`config.mk`:
```
export PLATFORM = sky130hd
export DESIGN_NAME = track_point_delta_encoder_unit
export DESIGN_NICKNAME = d
export VERILOG_FILES = /design/src/rtl/core/tpde_pkg.sv /design/src/rtl/core/tpde_encode.sv /design/src/rtl/core/tpde_emit.sv /design/src/rtl/core/track_point_delta_encoder_unit.sv
export SDC_FILE = /design/constraint.sdc
export NUM_CORES = 1
export LEC_CHECK = 0
export BUFFER_PORTS_ARGS = -buffer_cell sky130_fd_sc_hd__buf_2
export CAP_MARGIN = 10
export CORE_MARGIN = 1.5
export CORE_UTILIZATION = 30
export DETAILED_ROUTE_END_ITERATION = 10
export GPL_TIMING_DRIVEN = 0
export SYNTH_ARGS = -nofsm -noshare
export SYNTH_HDL_FRONTEND = slang
export SYNTH_HIERARCHICAL = 1
export SYNTH_SLANG_ARGS = --single-unit
```
`constraint.sdc`:
```
create_clock -name clk -period 4.95 [get_ports clk]
set_input_delay 0.7425 -clock clk [delete_from_list [all_inputs] [get_ports clk]]
set_output_delay 0.7425 -clock clk [all_outputs]
set_load 0.02 [all_outputs]
```
`src/rtl/core/tpde_pkg.sv`:
```
`default_nettype none

package tpde_pkg;

  localparam int COORD_W     = 32;
  localparam int BYTE_W      = 8;
  localparam int CFG_IDX_W   = 2;
  localparam int DELTA_LIMIT = 127;
  localparam int IMAGE_PAIRS = 4;
  localparam int PAIR_CNT_W  = $clog2(IMAGE_PAIRS + 1);

  localparam logic [BYTE_W-1:0] FULL_FLAG_RST = 8'h80;
  localparam logic [BYTE_W-1:0] END_FLAG_RST  = 8'h7F;

  typedef enum logic [CFG_IDX_W-1:0] {
    CFG_FULL_FLAG = 2'd0,
    CFG_END_FLAG  = 2'd1
  } cfg_reg_e;

  typedef struct packed {
    logic signed [COORD_W-1:0] point_x;
    logic signed [COORD_W-1:0] point_y;
  } in_beat_t;

  typedef struct packed {
    logic signed [BYTE_W-1:0] pair_first;
    logic signed [BYTE_W-1:0] pair_second;
    logic                     run_last;
  } out_beat_t;

  // One classified point waiting to be serialized.
  typedef struct packed {
    logic                escape;
    logic [BYTE_W-1:0]   dx_byte;
    logic [BYTE_W-1:0]   dy_byte;
    logic [COORD_W-1:0]  x;
    logic [COORD_W-1:0]  y;
  } enc_item_t;

  // Handshake between encode stage and emitter.
  typedef struct packed {
    logic vld;
  } enc_ctl_t;

  // Signed value within +/-DELTA_LIMIT, checked with one add and compare.
  function automatic logic small_delta(input logic [COORD_W-1:0] d);
    logic [COORD_W-1:0] biased;
    biased = d + COORD_W'(DELTA_LIMIT);
    return biased <= COORD_W'(2 * DELTA_LIMIT);
  endfunction

endpackage

`default_nettype wire

```
`src/rtl/core/tpde_encode.sv`:
```
`default_nettype none

module tpde_encode (
  input  wire logic                          clk,
  input  wire logic                          rst_n,
  input  wire logic                          in_valid,
  output logic                               in_stall,
  input  wire tpde_pkg::in_beat_t            in_beat,
  input  wire logic [tpde_pkg::BYTE_W-1:0]   full_flag,
  input  wire logic [tpde_pkg::BYTE_W-1:0]   end_flag,
  input  wire logic                          take,
  output tpde_pkg::enc_ctl_t                 ctl,
  output tpde_pkg::enc_item_t                item
);
  import tpde_pkg::*;

  logic [COORD_W-1:0] prev_x_r, prev_y_r;
  logic               seen_r;
  logic               enc_vld_r, enc_vld_nxt;
  enc_item_t          enc_r, enc_nxt;
  logic [COORD_W-1:0] dx, dy;
  logic               is_end, is_full, accept;

  assign in_stall = enc_vld_r && !take;
  assign accept   = in_valid && !in_stall;

  always_comb begin
    dx      = COORD_W'(in_beat.point_x) - prev_x_r;
    dy      = COORD_W'(in_beat.point_y) - prev_y_r;
    is_end  = (dx[BYTE_W-1:0] == end_flag) && (dy[BYTE_W-1:0] == end_flag);
    is_full = (dx[BYTE_W-1:0] == full_flag) && (dy[BYTE_W-1:0] == full_flag);
    enc_nxt.escape  = !seen_r || !small_delta(dx) || !small_delta(dy) || is_end || is_full;
    enc_nxt.dx_byte = dx[BYTE_W-1:0];
    enc_nxt.dy_byte = dy[BYTE_W-1:0];
    enc_nxt.x       = COORD_W'(in_beat.point_x);
    enc_nxt.y       = COORD_W'(in_beat.point_y);
  end

  always_comb begin
    enc_vld_nxt = enc_vld_r;
    if (accept) begin
      enc_vld_nxt = 1'b1;
    end else if (take) begin
      enc_vld_nxt = 1'b0;
    end
  end

  always_ff @(posedge clk) begin
    if (!rst_n) begin
      enc_vld_r <= 1'b0;
      seen_r    <= 1'b0;
      prev_x_r  <= '0;
      prev_y_r  <= '0;
    end else begin
      enc_vld_r <= enc_vld_nxt;
      if (accept) begin
        seen_r   <= 1'b1;
        prev_x_r <= enc_nxt.x;
        prev_y_r <= enc_nxt.y;
      end
    end
  end

  always_ff @(posedge clk) begin
    if (accept) begin
      enc_r <= enc_nxt;
    end
  end

  assign ctl.vld  = enc_vld_r;
  assign item     = enc_r;

endmodule

`default_nettype wire

```
`src/rtl/core/tpde_emit.sv`:
```
`default_nettype none

module tpde_emit (
  input  wire logic                          clk,
  input  wire logic                          rst_n,
  input  wire tpde_pkg::enc_ctl_t            ctl,
  input  wire tpde_pkg::enc_item_t           item,
  input  wire logic [tpde_pkg::BYTE_W-1:0]   full_flag,
  output logic                               take,
  output logic                               out_valid,
  input  wire logic                          out_stall,
  output tpde_pkg::out_beat_t                out_beat
);
  import tpde_pkg::*;

  logic [PAIR_CNT_W-1:0] cnt_r, cnt_nxt;
  logic                  out_vld_r, out_vld_nxt;
  out_beat_t             out_r, out_nxt;
  logic                  load, last;

  assign load = ctl.vld && (!out_vld_r || !out_stall);
  assign last = !item.escape || (cnt_r == PAIR_CNT_W'(IMAGE_PAIRS));
  assign take = load && last;

  // escape run: flag pair, then x lo, x hi, y lo, y hi half-words
  always_comb begin
    out_nxt.run_last = last;
    if (!item.escape) begin
      out_nxt.pair_first  = $signed(item.dx_byte);
      out_nxt.pair_second = $signed(item.dy_byte);
    end else begin
      case (cnt_r)
        PAIR_CNT_W'(1): begin
          out_nxt.pair_first  = $signed(item.x[7:0]);
          out_nxt.pair_second = $signed(item.x[15:8]);
        end
        PAIR_CNT_W'(2): begin
          out_nxt.pair_first  = $signed(item.x[23:16]);
          out_nxt.pair_second = $signed(item.x[31:24]);
        end
        PAIR_CNT_W'(3): begin
          out_nxt.pair_first  = $signed(item.y[7:0]);
          out_nxt.pair_second = $signed(item.y[15:8]);
        end
        PAIR_CNT_W'(4): begin
          out_nxt.pair_first  = $signed(item.y[23:16]);
          out_nxt.pair_second = $signed(item.y[31:24]);
        end
        default: begin
          out_nxt.pair_first  = $signed(full_flag);
          out_nxt.pair_second = $signed(full_flag);
        end
      endcase
    end
  end

  always_comb begin
    cnt_nxt     = cnt_r;
    out_vld_nxt = out_vld_r;
    if (load) begin
      cnt_nxt     = last ? '0 : cnt_r + 1'b1;
      out_vld_nxt = 1'b1;
    end else if (!out_stall) begin
      out_vld_nxt = 1'b0;
    end
  end

  always_ff @(posedge clk) begin
    if (!rst_n) begin
      cnt_r     <= '0;
      out_vld_r <= 1'b0;
    end else begin
      cnt_r     <= cnt_nxt;
      out_vld_r <= out_vld_nxt;
    end
  end

  always_ff @(posedge clk) begin
    if (load) begin
      out_r <= out_nxt;
    end
  end

  assign out_valid = out_vld_r;
  assign out_beat  = out_r;

endmodule

`default_nettype wire

```
`src/rtl/core/track_point_delta_encoder_unit.sv`:
```
`default_nettype none

// Delta encoder for 2-D track points. Each accepted point is classified
// against the previous point (32-bit wrapped subtract, range check,
// flag-pair compare), held in the encode register and then emitted through
// the output register: one beat (dx, dy) for a short delta, five beats (full
// flag pair, then the little-endian bytes of x and y) for the first point or
// an escaped one. run_last marks the final beat of each point. Throughput is
// one beat per cycle on the output port while out_stall is low; a new point
// is taken in the same cycle the last beat of the held one moves to the
// output register. The first beat of a point reaches the output through
// the encode register, then the output register. cfg_ready is always high;
// write the flag registers only while no point is in flight.

module track_point_delta_encoder_unit (
  input  wire logic                            clk,
  input  wire logic                            rst_n,
  input  wire logic                            in_valid,
  output logic                                 in_stall,
  input  wire tpde_pkg::in_beat_t              in_beat,
  output logic                                 out_valid,
  input  wire logic                            out_stall,
  output tpde_pkg::out_beat_t                  out_beat,
  input  wire logic                            cfg_valid,
  output logic                                 cfg_ready,
  input  wire logic [tpde_pkg::CFG_IDX_W-1:0]  cfg_index,
  input  wire logic [tpde_pkg::BYTE_W-1:0]     cfg_data
);
  import tpde_pkg::*;

  logic [BYTE_W-1:0] full_flag_r, end_flag_r;
  enc_ctl_t          ctl;
  enc_item_t         item;
  logic              take;

  assign cfg_ready = 1'b1;

  always_ff @(posedge clk) begin
    if (!rst_n) begin
      full_flag_r <= FULL_FLAG_RST;
      end_flag_r  <= END_FLAG_RST;
    end else if (cfg_valid && cfg_ready) begin
      case (cfg_index)
        CFG_FULL_FLAG: full_flag_r <= cfg_data;
        CFG_END_FLAG:  end_flag_r  <= cfg_data;
        default: ;
      endcase
    end
  end

  tpde_encode u_encode (
    .clk       (clk),
    .rst_n     (rst_n),
    .in_valid  (in_valid),
    .in_stall  (in_stall),
    .in_beat   (in_beat),
    .full_flag (full_flag_r),
    .end_flag  (end_flag_r),
    .take      (take),
    .ctl       (ctl),
    .item      (item)
  );

  tpde_emit u_emit (
    .clk       (clk),
    .rst_n     (rst_n),
    .ctl       (ctl),
    .item      (item),
    .full_flag (full_flag_r),
    .take      (take),
    .out_valid (out_valid),
    .out_stall (out_stall),
    .out_beat  (out_beat)
  );

endmodule

`default_nettype wire

```
======== Word level (Yosys, flattened, before mapping) ========
Index checks and enable logic that the tools add are counted.
cells by class
  add/subtract/negate cells ............... 5
  magnitude comparators ................... 2
  equality and inequality tests ........... 10
  mux-type cells .......................... 7
  reduce and logical (&&, ||, !) cells .... 24
operators with widths
  kind                                                  count
  adder 32 x 7 -> 32 bit, second input constant         2
  <= comparator 32 x 8 -> 1 bit, second input constant  2
  case mux 16 bit (4 select lines)                      1
  subtractor 32 bit                                     2
  equality test 8 bit                                   4
  two-way mux 16 bit                                    1
  logical NOT 1 bit                                     8
  equality test 3 x 2 -> 1 bit, second input constant   2
  logical AND 1 bit                                     6
  logical OR 1 bit                                      6
  two-way mux 1 bit                                     4
  AND reduction 2 bit                                   2
  adder 3 x 1 -> 3 bit, second input constant           1
  equality test 3 x 1 -> 1 bit, second input constant   1
  equality test 3 bit, second input constant            1
  two-way mux 3 bit                                     1
  equality test 2 x 1 -> 1 bit, second input constant   1
  logical NOT 2 bit                                     1
  != test 2 x 1 -> 1 bit, second input constant         1
  nonzero test 2 bit                                    1
word-level totals
  flip-flop bits (word level) ............. 184
  input bits .............................. 79
  output and inout bits ................... 20
  word-level logic and storage cells ...... 64

======== Logic depth before layout (Yosys ltp) ========
Gate-level depths: netlist (run 1).
  depth in word-level cells ............... 9
  gate-level depth with buffers ........... 18
  mapped depth without buffers ............ 18

======== By module ========
Netlist (run 1), hierarchy kept.
modules (own cells, without submodules)
  module                          times used  cells each  area an instance (µm²)  seq. area each (µm²)
  tpde_encode                     1           1,266       10,692.8                3,753.6
  tpde_emit                       1           157         1,529.0                 590.6
  track_point_delta_encoder_unit  1           74          737.0                   320.3

======== Least setup slack after synthesis (run 1) ========
No wires, ideal clock.
  path kind ............................... input to register
  from .................................... in in_beat[0] (netlist name)
  to ...................................... reg u_encode.enc_r, in the netlist u_encode/item[80] (data pin)
  arrival time ............................ 3,934 ps
  path slack .............................. 751 ps
  cell stages on the path ................. 15
  path buffers ............................ 0
  cell sequence ........................... inv_1 -> ha_1 -> fa_1 -> nand2b_1 -> a21oi_1 -> xor2_1 -> or4_4 -> nor3_2 -> nor3b_1 -> a2111oi_0 -> o22ai_1 -> a2111oi_2 -> nand4_1 -> nor4_2 -> nand3_1
RTL lines
  item                  RTL line                              RTL
  start, declared       track_point_delta_encoder_unit.sv:20  input wire tpde_pkg::in_beat_t in_beat,
  end signal, assigned  tpde_encode.sv:66                     enc_r <= enc_nxt;
  end, declared         tpde_encode.sv:20                     enc_item_t enc_r, enc_nxt;

==> results.cfg, run 1 <==
[status]
status = finished, final reports clean

[placed_design]
port_buffers = 95
post-place-ws_ns = -0.1336
hpwl_mm = 32.60
placed_cells = 2170
place.gp.congestion = 0.9060

[grt]
overflow = 0
grt_use_total = 0.1833
antenna_found_initial = 5
grt_pass1_wl_mm = 62.98
first_global_vias = 11178
grt_max_degree = 66

[logic_synthesis]
synth_seq_area_share = 0.3599
synth-edff-count = 98
syn-instance-count = 1497
syn_area_um2 = 12960
async_flop_share = 0
synth_warnings = 6
synth_seq_cells = 184
syn_nets = 1649
syn_area_per_cell_um2 = 8.656
synth_flop_cell = edfxtp_1
synthDistinctLibCells = 100

[floorplan]
num_rows = 75
die_h_um = 210.8
die_area_um2 = 44450
start_util = 0.3062
core_um2 = 42320
die_w_um = 210.8
ioPinCount = 99

[clock_network]
cts_resized = 0
cts.path.max_buffers = 2
htreeDepth = 4
cts_buffers = 17
hold_buffers = 0
path_clk_slew_ns = 0.07
cts_setup_buffers = 0
cts_sinks = 184
clk_latency_ns = 0.46
cts_tree = done
cts_root_buffer = clkbuf_16

[sta]
relSlewSlack = 0.3717
setup_viol = 0
finalWorstSetupSlack_ns = 0.2802
final_hold_viol_count = 0
rsz0062_at_grt = false
max_freq_mhz = 214.1
finalCritPeriodShare = 0.9434
fin_crit_ns = 4.670
skew_ns = 0.01020
tightest_slew_ns = 0.9424
slew_violations = 0

[finish]
syn_to_final_growth_pct = 14.43
layout_common_cells = nand2_1, buf_2, inv_1, edfxtp_1, a21oi_1
drive_gt1_frac = 0.1372
final_common_cell = nand2_1
finalNetCount = 1764
final_cells = 2206

[setup_path]
cp_num_buf_inv = 3
r2r-start = u_encode/prev_x_r[0]
crit_family = simple AND/OR/NAND/NOR gates
path_max_fanout = 6
critPathLaunch = in_beat[32]
slowest_delay_ns = 0.52
required_ns = 5.15
critPathCaptureType = flip-flop
crit_chain = buf_2, inv_1, ha_1, inv_1, fa_1, a21o_1, and4_1, nor2_1, o21ai_0, xor2_1, nand4_1, nor3_1, nand4_1, nor4_1, xnor2_1, a31oi_1, nand3_1
startpoint_type = input pin
cp.arrival_ns = 4.87
cp_slowest_cell = xor2_1
setup.worst_path.class = in -> reg

[power_and_ir_drop]
power_density_nw_per_um2 = 306.2
p_leak_nw = 5.501
ir_drop_mv = 0.2710

[hold_path]
hold_path.class = reg -> reg
worstHoldStart = u_encode/prev_y_r[21]

[detailed_routing]
via_count = 11801
vias_per_cell = 5.350
drt_iter0_markers = 1039
postRouteAntennaNets = 0
firstDrtPassIters = 5
wl_mm = 40.91
avgRoutedWirePerCell_um = 18.55
route.detailed.drc = 0

[run]
drv_cap = 0
-- kinds of logic (layout without fill, tap and decap cells) --
| kind of cell | Yosys count | in the layout | synth area share |
|---|---|---|---|
| AND/OR/NAND/NOR | 558 | 558 | 0.2159 |
| adder cells (fa/ha/maj) | 73 | 73 | 0.07164 |
| XOR/XNOR | 53 | 53 | 0.03640 |
| multiplexers | 18 | 18 | 0.01419 |
| other | 1 | 5 | 0.0002894 |
| buffers and inverters | 176 | 304 | 0.05841 |
| AO/OA/AOI/OAI | 434 | 434 | 0.2432 |
| flip-flops | 184 | 184 | 0.3599 |
-- layer usage --
| layer | GRT usage | wire length, um | up-vias |
|---|---|---|---|
| li1 | - | - | 5713 |
| met3 | 0.03122 | 2500 | 51 |
| met5 | 0 | 0 | - |
| met2 | 0.3077 | 19240 | 364 |
| met1 | 0.2373 | 18050 | 5673 |
| met4 | 0.06379 | 1119 | 0 |
-- tightest hold or removal path, stage by stage, from the launching register on --
cell and delay (ns):
dfxtp_1 0.31, nand2_1 0.05, a21boi_0 0.06
-- synth_stat cells, drive strengths merged (7+ instances only) --
cell type | count | area [um2]
nand3 | 28 | 140.1
a21o | 18 | 135.1
clkbuf | 26 | 100.1
o211ai | 26 | 235.2
and4 | 11 | 96.34
inv | 107 | 401.6
nand4 | 22 | 137.6
dfxtp | 86 | 1722
a22o | 16 | 140.1
o21ai | 65 | 325.3
xnor2 | 28 | 252.8
and3 | 14 | 87.58
nand2 | 235 | 882.1
or3 | 13 | 86.33
a21boi | 75 | 581.8
and2 | 16 | 102.6
o31ai | 7 | 52.55
a21oi | 88 | 444.2
nand4b | 16 | 146.4
nor2 | 78 | 297.8
nor3 | 42 | 225.2
o21a | 12 | 90.09
ha | 71 | 888.4
a22oi | 21 | 207.7
a41oi | 21 | 183.9
or2 | 9 | 56.31
nor4 | 21 | 152.6
xor2 | 25 | 219.0
nand2b | 13 | 81.33
buf | 42 | 251.5
mux2i | 15 | 150.1
edfxtp | 98 | 2943
nor2b | 18 | 112.6
-- where the power goes --
part | leakage (nW) | total [mW] | internal (mW) | switching [mW]
Sequential | 1.64 | 1.77 | 1.72 | 0.0490
Combinational | 3.56 | 1.30 | 0.468 | 0.828
Clock | 0.303 | 1.48 | 0.845 | 0.632
-- area by class of cell --
| class | instances | area (um2) |
|---|---|---|
| Antenna cell | 4 | 10.01 |
| Fill cell | 4348 | 27490 |
| Inverter | 108 | 405.4 |
| Sequential cell | 184 | 4664 |
| Clock buffer | 20 | 467.9 |
| Buffer | 68 | 355.3 |
| Multi-Input combinational cell | 1137 | 7537 |
| Timing Repair Buffer | 96 | 503.0 |
| Tap cell | 577 | 721.9 |
| Clock inverter | 12 | 162.7 |
-- per-stage QoR --
step	utilization	power (mW)	setup TNS, ns	area (um2)	hold slack (ns)
3_3_place_gp	0.3345	3.057	-68.10	14160	0.4393
2_1_floorplan	-	2.706	0	12960	0.4335
4_1_cts	0.3501	4.556	0	14820	0.4606
6_report	0.3504	4.541	0	14830	0.4648
3_5_place_dp	0.3352	3.076	-0.1336	14190	0.4591
5_1_grt	0.3502	4.763	0	14820	0.4800
-- worst paths after layout --
check	end	slack, ns	cells past startpoint
setup / recovery	u_encode/item[80]	0.28	17
hold reg to reg	u_encode/prev_y_r[21]	0.46	2
hold / removal	u_encode/prev_y_r[21]	0.46	2
setup reg to reg	u_encode/item[80]	0.39	15
-- flip-flops by register name, summed over array words and instances (netlist names) --
register           flops
end_flag_r             8
full_flag_r            8
u_emit/cnt_r           3
u_emit/out_beat       17
u_emit/out_valid       1
u_encode/ctl           1
u_encode/item         81
u_encode/prev_x_r     32
u_encode/prev_y_r     32
u_encode/seen_r        1
No activity file was read; power rests on OpenSTA's default activity.
==> run 2, diff against run 1 <==
- SYNTH_HIERARCHICAL: 1 -> unset
==> results.cfg, run 2 <==
[finish]
n_fill_cell = 4293
finalNetCount = 1747
syn_to_final_growth_pct = 16.96
drive_gt1_frac = 0.1418
seq_area_um2 = 4664
final_cells = 2140
multiInputGateArea_um2 = 7527
diodes = 0
layout_common_cells = nand2_1, buf_2, edfxtp_1, a21oi_1, inv_1
largest_reg_flops = 81
fin_area_um2 = 14740
post-route-util = 0.3587
final_common_cell = nand2_1

[logic_synthesis]
syn_area_um2 = 12610
async_flop_share = 0
synth_top_area_share = 0.2334
syn_nets = 1614
synthDistinctLibCells = 96
synth_seq_area_share = 0.3700
yosysMostFrequentCell = nand2_1
synth_top_cells_by_count = nand2_1, edfxtp_1, a21oi_1, inv_1, dfxtp_1
synth_flop_cell = edfxtp_1
yosys.area.top_type = edfxtp_1
syn-instance-count = 1462
synth_warnings = 0
synth_area_leaders = edfxtp_1, dfxtp_1, ha_1
syn_area_per_cell_um2 = 8.622
synth_seq_cells = 184
synth-edff-count = 98

[grt]
grt_pass1_wl_mm = 62.16
antenna_found_initial = 1
first_global_vias = 10731
grt_use_total = 0.1866
grt_max_degree = 62
overflow = 0

[sta]
skew_ns = 0.01183
relSlewSlack = 0.3243
finalSetupTns_ns = 0
slew_violations = 0
fin_crit_ns = 4.876
finalWorstSetupSlack_ns = 0.07445
setup_viol = 0
finalCritPeriodShare = 0.9850
max_freq_mhz = 205.1
tightest_slew_ns = 1.004
final_hold_viol_count = 0

[power_and_ir_drop]
p_leak_nw = 5.385
power_density_nw_per_um2 = 308.8
ir_drop_mv = 0.2229

[clock_network]
cts_sinks = 184
cts_buffers = 17
cts.path.max_buffers = 2
cts_tree = done
path_clk_slew_ns = 0.07
clk_latency_ns = 0.46
cts_root_buffer = clkbuf_16
htreeDepth = 4

[setup_path]
path_max_fanout = 7
required_ns = 5.13
slowest_delay_ns = 0.49
cp_num_buf_inv = 6
r2r.worst_path.cells = 17
crit_family = simple AND/OR/NAND/NOR gates
r2r_slack_ns = 0.16
startpoint_type = input pin
crit_cells = 19
cp.arrival_ns = 5.06
cp_slowest_cell = or4_1
setup.worst_path.class = in -> reg
crit_chain = buf_2, inv_1, ha_1, inv_1, fa_2, a21o_1, and4_4, buf_6, o211a_4, o31a_1, or2_4, a311oi_4, nand4_1, buf_4, buf_4, or4_1, nand2_1, a22oi_1, or4_1
critPathCaptureType = flip-flop

[detailed_routing]
postRouteAntennaNets = 0
via_count = 11427
route.detailed.drc = 0
firstDrtPassIters = 5
vias_per_cell = 5.340
drt_iter0_markers = 834
wl_mm = 40.97
avgRoutedWirePerCell_um = 19.15

[floorplan]
num_rows = 74
ioPinCount = 99
die_area_um2 = 43260
start_util = 0.3066
die_h_um = 208.0
core_um2 = 41110
die_w_um = 208.0

[placed_design]
place.gp.congestion = 0.8969
placed_area_um2 = 13790
post-place-ws_ns = -0.6612
placed_cells = 2091
port_buffers = 96
hpwl_mm = 32.84

[status]
status = finished, final reports clean

[run]
drv_cap = 0

[hold_path]
holdPathStages = 1
hold_path.class = reg -> reg
-- run 2: layout make-up --
cell class / instances / share of cell area
Multi-Input combinational cell: 1117 / 0.5105
Sequential cell: 184 / 0.3164
Tap cell: 532 / 0.04515
Timing Repair Buffer: 114 / 0.04311
Clock buffer: 17 / 0.02885
Inverter: 92 / 0.02342
Buffer: 69 / 0.02028
Clock inverter: 15 / 0.01230
-- run 2: final timing paths --
kind                       end                  from
max          u_encode.item[80]           in_beat[32]
min            u_encode.seen_r       u_encode.seen_r
max reg2reg  u_encode.item[80]  u_encode.prev_x_r[0]
min reg2reg    u_encode.seen_r       u_encode.seen_r
-- run 2: per-layer routing --
metal	wire, um	vias to the layer above	share of wire	GRT usage
met5	13	-	0.00032	0
met3	1778	59	0.043	0.02491
met4	1219	2	0.030	0.06670
met1	19110	5462	0.47	0.2497
li1	-	5621	-	-
met2	18850	283	0.46	0.3075
-- run 2: cell families after synthesis --
logic type | after synthesis | synth area share
and+or+nand+nor | 557 | 0.2194
AOI/OAI and AO/OA | 416 | 0.2352
DFF | 184 | 0.3700
buffers and inverters | 161 | 0.05082
adders and majority gates | 73 | 0.07365
xor gates and xnor gates | 57 | 0.04020
muxes | 13 | 0.01042
other | 1 | 0.0002975
-- run 2: stage by stage --
stage | hold WS (ns) | total power [mW]
finish | 0.4597 | 4.553
global route | 0.4738 | 4.779
global placement | 0.4455 | 3.058
CTS | 0.4648 | 4.514
detailed placement | 0.4484 | 3.073
floorplan | 0.4344 | 2.690
-- run 2: worst register-to-register path, cell delays in order, from the launching register on --
cell and delay [ns]:
dfxtp_1 0.36, ha_1 0.17, inv_1 0.07, fa_2 0.42
a21o_1 0.20, and4_4 0.19, buf_6 0.13, o211a_4 0.26
o31a_1 0.29, or2_4 0.27, a311oi_4 0.34, nand4_1 0.32
buf_4 0.24, buf_4 0.13, or4_1 0.49, nand2_1 0.08
a22oi_1 0.06, or4_1 0.49
-- run 2: repair_timing --
item | CTS | global route
hold buffers | 0 | 0
pin swaps | 6 | 19
buffers inserted | 5 | 12
resized for setup | 10 | 33
setup endpoints to repair | 1 | 1
cloned | 0 | 0
-- run 2: report_power, final --
part / total, mW / internal, mW / switching (mW) / leakage (nW)
Combinational: 1.37 / 0.493 / 0.877 / 3.45
Sequential: 1.76 / 1.72 / 0.0443 / 1.64
Clock: 1.42 / 0.725 / 0.698 / 0.297
